===== src/design/cpu816_pkg.sv =====
// cpu816_pkg: shared types, opcode codes and flag positions for the 65816 subset
// execute block. Used by cpu816_exec, the top level and the checker.
// Depends on nothing.
`timescale 1ns / 1ps

package cpu816_pkg;

  // supported opcodes
  localparam logic [7:0] OP_CLC     = 8'h18;
  localparam logic [7:0] OP_XCE     = 8'hFB;
  localparam logic [7:0] OP_REP     = 8'hC2;
  localparam logic [7:0] OP_SEP     = 8'hE2;
  localparam logic [7:0] OP_LDA_IMM = 8'hA9;
  localparam logic [7:0] OP_LDX_IMM = 8'hA2;
  localparam logic [7:0] OP_LDY_IMM = 8'hA0;
  localparam logic [7:0] OP_STA_ABS = 8'h8D;
  localparam logic [7:0] OP_STA_ABY = 8'h99;
  localparam logic [7:0] OP_STA_ABX = 8'h9D;
  localparam logic [7:0] OP_INX     = 8'hE8;
  localparam logic [7:0] OP_CPX_IMM = 8'hE0;
  localparam logic [7:0] OP_BNE     = 8'hD0;
  localparam logic [7:0] OP_TXS     = 8'h9A;

  // status bit positions
  localparam int unsigned FLAG_C = 0;
  localparam int unsigned FLAG_Z = 1;
  localparam int unsigned FLAG_X = 4;
  localparam int unsigned FLAG_M = 5;
  localparam int unsigned FLAG_N = 7;

  // store byte counts
  localparam logic [1:0] STORE_NONE = 2'd0;
  localparam logic [1:0] STORE_BYTE = 2'd1;
  localparam logic [1:0] STORE_WORD = 2'd2;

  localparam logic [15:0] PC_RESET = 16'h8000;

  // beat widths
  localparam int unsigned IN_DATA_W  = 24;
  localparam int unsigned OUT_DATA_W = 128;

  // one instruction beat
  typedef struct packed {
    logic [7:0] operand_high;
    logic [7:0] operand_low;
    logic [7:0] opcode;
  } instr_t;

  // architectural registers
  typedef struct packed {
    logic [15:0] pc;
    logic [7:0]  status;
    logic [15:0] sp;
    logic [15:0] idx_y;
    logic [15:0] idx_x;
    logic [15:0] acc;
  } arch_t;

  // per-instruction side results
  typedef struct packed {
    logic        unknown;
    logic [2:0]  cycles;
    logic [15:0] store_data;
    logic [15:0] store_addr;
    logic [1:0]  store_count;
  } exec_info_t;

  // {n, z} for a value at 8 or 16 bits
  function automatic logic [1:0] nz_flags(input logic [15:0] value, input logic narrow);
    logic n;
    logic z;
    if (narrow) begin
      n = value[7];
      z = (value[7:0] == 8'h00);
    end else begin
      n = value[15];
      z = (value == 16'h0000);
    end
    return {n, z};
  endfunction

endpackage


===== src/design/cpu816_exec.sv =====
// cpu816_exec: combinational execute of one instruction against the current
// register set. Produces the next register set and the store / cycle info.
// Depends on cpu816_pkg.
`timescale 1ns / 1ps

module cpu816_exec (
  input  cpu816_pkg::instr_t     instr_i,
  input  cpu816_pkg::arch_t      state_i,
  output cpu816_pkg::arch_t      state_o,
  output cpu816_pkg::exec_info_t info_o
);

  always_comb begin
    logic        m8;
    logic        x8;
    logic [15:0] word;
    logic [15:0] len;
    logic [15:0] imm;
    logic [15:0] xv;
    logic [15:0] diff;
    logic [15:0] x_inc;
    logic [1:0]  nz;
    cpu816_pkg::arch_t      st;
    cpu816_pkg::exec_info_t inf;

    m8    = state_i.status[cpu816_pkg::FLAG_M];
    x8    = state_i.status[cpu816_pkg::FLAG_X];
    word  = {instr_i.operand_high, instr_i.operand_low};
    imm   = x8 ? {8'h00, instr_i.operand_low} : word;
    xv    = x8 ? {8'h00, state_i.idx_x[7:0]} : state_i.idx_x;
    diff  = xv - imm;
    x_inc = state_i.idx_x + 16'd1;
    if (x8) begin
      x_inc = {8'h00, x_inc[7:0]};
    end
    nz    = 2'b00;
    st    = state_i;
    len   = 16'd1;
    inf   = '0;
    inf.cycles = 3'd2;

    unique case (instr_i.opcode)
      cpu816_pkg::OP_CLC: begin
        st.status[cpu816_pkg::FLAG_C] = 1'b0;
      end
      cpu816_pkg::OP_XCE: begin
        st = state_i;
      end
      cpu816_pkg::OP_REP: begin
        st.status  = state_i.status & ~instr_i.operand_low;
        len        = 16'd2;
        inf.cycles = 3'd3;
      end
      cpu816_pkg::OP_SEP: begin
        st.status  = state_i.status | instr_i.operand_low;
        if (st.status[cpu816_pkg::FLAG_X]) begin
          st.idx_x = {8'h00, state_i.idx_x[7:0]};
          st.idx_y = {8'h00, state_i.idx_y[7:0]};
        end
        len        = 16'd2;
        inf.cycles = 3'd3;
      end
      cpu816_pkg::OP_LDA_IMM: begin
        if (m8) begin
          st.acc     = {state_i.acc[15:8], instr_i.operand_low};
          len        = 16'd2;
          inf.cycles = 3'd2;
        end else begin
          st.acc     = word;
          len        = 16'd3;
          inf.cycles = 3'd3;
        end
        nz = cpu816_pkg::nz_flags(st.acc, m8);
        st.status[cpu816_pkg::FLAG_N] = nz[1];
        st.status[cpu816_pkg::FLAG_Z] = nz[0];
      end
      cpu816_pkg::OP_LDX_IMM, cpu816_pkg::OP_LDY_IMM: begin
        if (instr_i.opcode == cpu816_pkg::OP_LDX_IMM) begin
          st.idx_x = imm;
        end else begin
          st.idx_y = imm;
        end
        len        = x8 ? 16'd2 : 16'd3;
        inf.cycles = x8 ? 3'd2 : 3'd3;
        nz = cpu816_pkg::nz_flags(imm, x8);
        st.status[cpu816_pkg::FLAG_N] = nz[1];
        st.status[cpu816_pkg::FLAG_Z] = nz[0];
      end
      cpu816_pkg::OP_STA_ABS, cpu816_pkg::OP_STA_ABY, cpu816_pkg::OP_STA_ABX: begin
        // base plus optional index, wrapping in 16 bits
        inf.store_addr = word;
        if (instr_i.opcode == cpu816_pkg::OP_STA_ABY) begin
          inf.store_addr = word + state_i.idx_y;
        end else if (instr_i.opcode == cpu816_pkg::OP_STA_ABX) begin
          inf.store_addr = word + state_i.idx_x;
        end
        inf.cycles = (instr_i.opcode == cpu816_pkg::OP_STA_ABS) ? 3'd4 : 3'd5;
        if (m8) begin
          inf.store_count = cpu816_pkg::STORE_BYTE;
          inf.store_data  = {8'h00, state_i.acc[7:0]};
        end else begin
          inf.store_count = cpu816_pkg::STORE_WORD;
          inf.store_data  = state_i.acc;
          inf.cycles      = inf.cycles + 3'd1;
        end
        len = 16'd3;
      end
      cpu816_pkg::OP_INX: begin
        st.idx_x = x_inc;
        nz = cpu816_pkg::nz_flags(x_inc, x8);
        st.status[cpu816_pkg::FLAG_N] = nz[1];
        st.status[cpu816_pkg::FLAG_Z] = nz[0];
      end
      cpu816_pkg::OP_CPX_IMM: begin
        len        = x8 ? 16'd2 : 16'd3;
        inf.cycles = x8 ? 3'd2 : 3'd3;
        st.status[cpu816_pkg::FLAG_N] = x8 ? diff[7] : diff[15];
        st.status[cpu816_pkg::FLAG_Z] = (xv == imm);
        st.status[cpu816_pkg::FLAG_C] = (xv >= imm);
      end
      cpu816_pkg::OP_BNE: begin
        // taken branch: sign-extended offset from the next instruction
        len = 16'd2;
        if (!state_i.status[cpu816_pkg::FLAG_Z]) begin
          len        = 16'd2 + {{8{instr_i.operand_low[7]}}, instr_i.operand_low};
          inf.cycles = 3'd3;
        end
      end
      cpu816_pkg::OP_TXS: begin
        st.sp = state_i.idx_x;
      end
      default: begin
        inf.unknown = 1'b1;
        len         = 16'd0;
      end
    endcase

    st.pc   = state_i.pc + len;
    state_o = st;
    info_o  = inf;
  end

endmodule


===== src/design/cpu_65816_subset_execute_top.sv =====
// cpu_65816_subset_execute_top: 65816 subset execute block with input and
// result registers around one combinational execute stage.
// Depends on cpu816_pkg and cpu816_exec.
//
//   channel   direction  tdata                                   tuser
//   s_axis    in         24b: opcode, operand_low, operand_high  -
//   m_axis    out        128b: register set, store, cycle count  unknown_opcode
//
// One instruction retires per clock while m_axis is not stalled: an accepted
// beat sits in the input register, executes against A/X/Y/SP/P/PC from there
// and lands in the result register. The register set updates in the cycle the
// instruction moves into the result register. A stall on m_axis holds the
// result; s_axis keeps taking a beat while the input register is empty or
// moving on. Reset clears A, X, Y, SP and P and sets PC to 0x8000.
`timescale 1ns / 1ps

module cpu_65816_subset_execute_top (
  input  logic                             clk_i,
  input  logic                             rst_ni,
  input  logic                             s_axis_tvalid,
  output logic                             s_axis_tready,
  // [7:0] opcode, [15:8] operand_low, [23:16] operand_high
  input  logic [cpu816_pkg::IN_DATA_W-1:0]  s_axis_tdata,
  output logic                             m_axis_tvalid,
  input  logic                             m_axis_tready,
  // [15:0] acc_value, [31:16] index_x_value, [47:32] index_y_value,
  // [63:48] stack_value, [71:64] status_value, [87:72] counter_value,
  // [89:88] store_count, [105:90] store_address, [121:106] store_data,
  // [124:122] cycle_count, [127:125] zero
  output logic [cpu816_pkg::OUT_DATA_W-1:0] m_axis_tdata,
  // [0] unknown_opcode
  output logic                             m_axis_tuser
);

  logic                   in_valid_q, in_valid_d;
  cpu816_pkg::instr_t     instr_q;
  logic                   out_valid_q, out_valid_d;
  cpu816_pkg::arch_t      arch_q, arch_d;
  cpu816_pkg::arch_t      res_state_q;
  cpu816_pkg::exec_info_t res_info_q;
  cpu816_pkg::exec_info_t info_d;
  logic                   s_beat;
  logic                   advance;

  // handshake
  assign advance       = in_valid_q && (!out_valid_q || m_axis_tready);
  assign s_axis_tready = !in_valid_q || advance;
  assign s_beat        = s_axis_tvalid && s_axis_tready;

  always_comb begin
    in_valid_d = in_valid_q;
    if (s_beat) begin
      in_valid_d = 1'b1;
    end else if (advance) begin
      in_valid_d = 1'b0;
    end
  end

  always_comb begin
    out_valid_d = out_valid_q;
    if (advance) begin
      out_valid_d = 1'b1;
    end else if (m_axis_tready) begin
      out_valid_d = 1'b0;
    end
  end

  // execute stage
  cpu816_exec u_exec (
    .instr_i (instr_q),
    .state_i (arch_q),
    .state_o (arch_d),
    .info_o  (info_d)
  );

  // control and architectural state
  always_ff @(posedge clk_i or negedge rst_ni) begin
    if (!rst_ni) begin
      in_valid_q  <= 1'b0;
      out_valid_q <= 1'b0;
      arch_q      <= '{pc: cpu816_pkg::PC_RESET, default: '0};
    end else begin
      in_valid_q  <= in_valid_d;
      out_valid_q <= out_valid_d;
      if (advance) begin
        arch_q <= arch_d;
      end
    end
  end

  // input and result payload
  always_ff @(posedge clk_i) begin
    if (s_beat) begin
      instr_q <= cpu816_pkg::instr_t'(s_axis_tdata);
    end
    if (advance) begin
      res_state_q <= arch_d;
      res_info_q  <= info_d;
    end
  end

  assign m_axis_tvalid = out_valid_q;
  assign m_axis_tuser  = res_info_q.unknown;
  assign m_axis_tdata  = {3'b000,
                          res_info_q.cycles,
                          res_info_q.store_data,
                          res_info_q.store_addr,
                          res_info_q.store_count,
                          res_state_q.pc,
                          res_state_q.status,
                          res_state_q.sp,
                          res_state_q.idx_y,
                          res_state_q.idx_x,
                          res_state_q.acc};

endmodule


===== config.mk =====
export PLATFORM = sky130hd
export DESIGN_NAME = cpu_65816_subset_execute_top
export DESIGN_NICKNAME = d
export VERILOG_FILES = /design/src/design/cpu816_pkg.sv /design/src/design/cpu816_exec.sv /design/src/design/cpu_65816_subset_execute_top.sv
export SDC_FILE = /design/constraint.sdc
export NUM_CORES = 1
export LEC_CHECK = 0
export ABC_AREA = 1
export ABC_CLOCK_PERIOD_IN_PS = 7400
export BUFFER_PORTS_ARGS = -buffer_cell sky130_fd_sc_hd__buf_2
export CAP_MARGIN = 20
export CORE_ASPECT_RATIO = 0.8
export CORE_MARGIN = 8
export CORE_UTILIZATION = 60
export CTS_BUF_LIST = sky130_fd_sc_hd__clkbuf_16
export CTS_CLUSTER_DIAMETER = 150
export DETAILED_ROUTE_END_ITERATION = 8
export HOLD_SLACK_MARGIN = 0.15
export PLACE_DENSITY = 0.91
export SLEW_MARGIN = 40
export SYNTH_ARGS = -nofsm -noshare
export SYNTH_HDL_FRONTEND = slang
export SYNTH_SLANG_ARGS = --single-unit

===== constraint.sdc =====
create_clock -name clk_i -period 7.4 [get_ports clk_i]
set_input_delay 1.48 -clock clk_i [delete_from_list [all_inputs] [get_ports clk_i]]
set_output_delay 1.48 -clock clk_i [all_outputs]
set_load 0.01 [all_outputs]

## After elaboration in Yosys (flattened, before gate mapping)

Index checks and enable logic that the tools add are counted.

- $add $sub $neg: 7
- $lt $le $gt $ge: 1
- Equal/unequal tests: 15
- Muxes and demuxes: 41
- Bitwise logic cells: 4
- Reduce and logical (&&, ||, !) cells: 21

Operator list:

| operator | number |
|---|---|
| 16-bit two-way mux | 12 |
| 8-bit equality test, second input constant | 13 |
| 16-bit case mux with 6 select lines | 1 |
| 16-bit adder | 3 |
| 16-bit logical NOT | 3 |
| 16-bit case mux with 3 select lines | 1 |
| 32-bit two-way mux | 1 |
| 16-bit case mux with 2 select lines | 1 |
| 8-bit logical NOT | 3 |
| 1-bit two-way mux | 18 |
| 16-bit by 1-bit adder with 16-bit output, second input constant | 1 |
| 16-bit equality test | 1 |
| 16-bit greater-or-equal comparator | 1 |
| 16-bit subtractor | 1 |
| 3-bit case mux with 5 select lines | 1 |
| 14-bit OR reduction | 1 |
| 1-bit case mux with 6 select lines | 2 |
| 5-bit case mux with 2 select lines | 1 |
| 3-bit by 8-bit adder with 9-bit output, first input constant | 1 |
| 8-bit AND | 1 |
| 8-bit by 5-bit equality test with 1-bit output, second input constant | 1 |
| 8-bit NOT | 1 |
| 8-bit OR | 1 |
| 2-bit OR reduction | 3 |
| other kinds (11) | 16 |

- Flip-flop bits (word level): 240
- Input port bits: 28
- Output and inout bits: 131

## Logic depth before layout (Yosys ltp)

- Word-level depth: 6
- Depth in mapped cells: 21
- Gate-level depth less buffers: 21

## By module

From an unflattened synthesis, not the netlist that was laid out.

- Cells, all modules: 1642
- Area, all modules: 13844.5 sq um

Modules (own cells, without submodules):

| module | times used | cells each | area each (sq um) | sequential area each (sq um) |
|---|---|---|---|---|
| cpu_65816_subset_execute_top | 1 | 545 | 8116.5 | 6757.7 |
| cpu816_exec | 1 | 1097 | 5728.0 | 0.0 |

## Least setup slack after synthesis

OpenSTA, ideal clock, no wires.

- Path kind: input -> register
- Start point: input m_axis_tready
- End point: register res_state_q, in the netlist m_axis_tdata[0] (enable)
- Arrival time: 5.623 ns
- Required time: 6.861 ns
- Slack: 1.237 ns
- Stages: 6
- Buffers on the path: 2
- Cells stage by stage: inv_1 -> nand2_1 -> nand2_1 -> inv_1 -> clkbuf_1 -> clkbuf_1

- Longest elaborated chain between the ends: 2

Ends and longest elaborated chain:

| item | RTL line | source |
|---|---|---|
| from (decl) | cpu_65816_subset_execute_top.sv:25 | `input logic m_axis_tready,` |
| 1-bit logical OR | cpu_65816_subset_execute_top.sv:46 | `assign advance = in_valid_q && (!out_valid_q \|\| m_axis_tready);` |
| 1-bit logical AND | cpu_65816_subset_execute_top.sv:46 |  |
| named net advance | cpu_65816_subset_execute_top.sv:43 | `logic advance;` |
| to (signal assigned) | cpu_65816_subset_execute_top.sv:97 | `res_state_q <= arch_d;` |
| to (decl) | cpu_65816_subset_execute_top.sv:39 | `cpu816_pkg::arch_t res_state_q;` |

The timed path passes the listed nets, and every way through them passes these cells.
A chain may end at the register's enable or synchronous reset.

==> key figures <==
Hold path
  – Worst hold-check path type: register to register
  – Hold Crit Depth: 2
  – Worst hold endpoint: arch_q[62]
  – Hold Startpoint: arch_q[62]

Logic synthesis
  – Post-Synthesis Cells: 1592
  – Yosys cell types: 56
  – Synth Area per Inst: 8.548 sq um
  – Mapped Area: 13610 sq um
  – Yosys reg bits: 240
  – Register area share after synthesis: 0.4966
  – Ys Warns: 0

Placed design
  – Port Buffer Count: 155
  – Placer Congestion: 0.9898
  – Area after detailed placement: 14620 sq um
  – Placed insts: 2017
  – Post-DP HPWL: 27110 um
  – Pre-CTS setup slack: 3.315 ns

Layout
  – Final #Nets: 1832
  – Layout cells sized above 1: 0.1521
  – Finished Layout Cells: 2061
  – Post-route cell area: 15400 sq um
  – Diodes inserted: 0
  – Fill cell count: 1756
  – Area added between synthesis and finish: 13.14%

Critical path
  – CP required: 7.69 ns
  – Worst Path Arrival: 4.45 ns
  – CP startpoint kind: register
  – Reg2Reg Depth: 19
  – CP max FO: 26
  – Critical path class: register to register
  – FF-to-FF setup slack: 3.24 ns
  – Crit end category: register
  – Reg2Reg Capture Point: m_axis_tdata[82]
  – R2r startpoint: instr_q[5]

Flow run
  – Max cap viols: 0

CTS
  – Clock Pin Slew Worst Setup and Hold Paths: 0.07 ns
  – Worst-Skew Late Latency: 0.52 ns
  – Clock Path Buffers: 3
  – Post_cts resized: 0
  – Root Driver: clkbuf_16
  – H-tree levels: 1
  – CTS Hold Bufs: 0
  – CTS Buf Count: 24
  – Post-CTS setup buffer count: 0
  – Clk sinks: 240
  – CTS tree: built

Routing
  – Final ANT Viol Nets: 0
  – Routed via count: 11.81k
  – Final WL: 37160 um
  – Final routed DRC violation total: 0
  – DR vias/cell: 5.728
  – Iter 0 DRT Violations: 1525
  – Avg WL per Cell: 18.03 um
  – TritonRoute pass-1 iters: 7

STA
  – Unrepaired setup endpoints after global routing: no
  – Max-slew violations: 0
  – Setup WS post-layout: 3.238 ns
  – Tmin final: 4.162 ns
  – Final Skew: 0.009724 ns
  – Final setup violation count: 0
  – Fmax: 0.2403 GHz
  – Final Hold Viols: 0
  – Slew HR: 0.4385
  – Fin crit share: 0.5624
  – Setup TNS: 0 ns
  – Slew @ Worst Pin: 0.8422 ns

Floorplanning
  – Core ar.: 22380 sq um
  – DIE HEIGHT: 150.7 um
  – Starting density of the core: 0.6081
  – Std cell rows: 49
  – Die area: 27790 sq um
  – # IOs: 159
  – Die width: 184.4 um

Global route
  – Initial antenna violation count: 0
  – Total gr overflow: 0
  – Vias in the first global route: 11.11k
  – Largest net degree at the start of global routing: 109
  – First-pass GRT wire length: 58190 um
  – All-layer global routing usage: 0.2638

Power
  – VDD IR max: 0.0001969 V
  – Cell Pwr Density: 304.9 nW/um^2
  – P_leak: 7.388 nW

Status
  – Status: finished, final reports clean
==> layout make-up <==
class                   instances  area, sq um  area share
flip-flops and latches        240         6758      0.4389
multi-input cells            1144         6025      0.3913
repair buffers                162        830.8     0.05396
inverters                     165        626.9     0.04072
clock buffers                  25        625.6     0.04063
well taps                     306        382.9     0.02487
clock inverters                19        147.6    0.009590
==> cell families after synthesis <==
kind of cell	Yosys count	synth area share
xor+xnor	31	0.01995
buf+inv	210	0.06142
other cells	1	0.0002756
simple gates	781	0.2417
fa+ha+maj	67	0.06326
flops	240	0.4966
compound gates	262	0.1168
==> worst max-delay path, cell delays in order (launching register included) <==
cell,delay [ns]
edfxtp_1,0.45
inv_2,0.17
nand2_2,0.11
nor2_1,0.18
inv_2,0.07
nor2_4,0.45
a21oi_4,0.26
inv_2,0.20
nor3_1,0.08
o211ai_1,0.10
ha_1,0.21
inv_1,0.06
fa_1,0.40
o21ai_1,0.29
a21boi_0,0.24
o21ai_1,0.25
nand2_1,0.11
nand2_1,0.07
nand2_1,0.06
and2_1,0.14
==> routing by layer <==
metal	vias to the layer above	wire, um	global-route usage
met3	122	3710	0.04776
met5	-	0	0
met4	0	1371	0.09783
met1	5477	15560	0.3610
met2	620	16510	0.4163
li1	5587	-	-
==> metrics by stage <==
step / utilization / power, mW / hold WS [ns]
CTS: 0.6879 / 4.679 / 0.4802
finish: 0.6880 / 4.694 / 0.4795
detailed placement: 0.6533 / 3.488 / 0.4665
floorplan: - / 3.004 / 0.4427
global route: 0.6880 / 4.961 / 0.4954
global placement: 0.6533 / 3.436 / 0.4550
==> power breakdown <==
part | switching, mW | internal (mW)
clock network | 0.502 | 0.681
registers | 0.215 | 1.77
logic | 1.02 | 0.512
total | 1.73 | 2.96
==> cells in the final DEF, fill, tap and decap left out, drive strengths merged, types with 8 or more instances in the layout <==
master and count:
nand4 17, o211ai 10, edfxtp 150, clkinv 16, nand3 83, o21ai 132, buf 162, dfrtp 89
clkbuf 25, o22ai 9, nor2 139, ha 64, nor3 14, xor2 25, nand3b 8, inv 165
nand2 507, a21oi 75, o21bai 8
==> state kept, by name, summed over array words and instances (netlist names) <==
| signal | flops |
|---|---|
| m_axis_tuser | 1 |
| in_valid_q | 1 |
| instr_q | 24 |
| arch_q | 88 |
| m_axis_tvalid | 1 |
| m_axis_tdata | 125 |
==> cell usage after synthesis (all sizes together) <==
library cell,number,area (sq um)
xnor2,6,52.55
o21ai,132,701.9
o31ai,1,7.510
fa,3,60.06
a21boi,4,30.02
nor3,14,80.08
conb,1,3.750
nand4,17,106.4
o211ai,10,95.09
a221oi,1,8.760
nor2,139,610.6
o221ai,7,80.07
a21oi,75,386.6
clkinv,5,18.77
nor4,2,12.51
a31oi,3,18.77
and2,6,37.54
ha,64,800.8
a211oi,1,7.510
nand3,83,425.4
nand3b,8,60.06
dfstp,1,26.28
a31o,1,8.760
o22ai,9,106.4
inv,160,600.6
or2,5,31.29
a22oi,2,15.01
o2111ai,2,17.52
buf,26,145.1
o21bai,8,60.06
a21o,6,45.04
dfrtp,89,2227
edfxtp,150,4504
nand2,507,1926
xor2,25,219.0
clkbuf,19,71.32
==> worst max path at each step <==
stage,start,endpoint,slack [ns],cells past startpoint
floorplan,m_axis_tready,m_axis_tdata[0],1.24,6
global placement,instr_q[5],m_axis_tdata[82],3.47,19
detailed placement,instr_q[5],m_axis_tdata[82],3.31,19
CTS,instr_q[5],m_axis_tdata[82],3.31,19
global route,instr_q[5],m_axis_tdata[82],2.88,19
finish,instr_q[5],m_axis_tdata[82],3.24,19
Note: power is estimated with default switching activity, not from simulation.
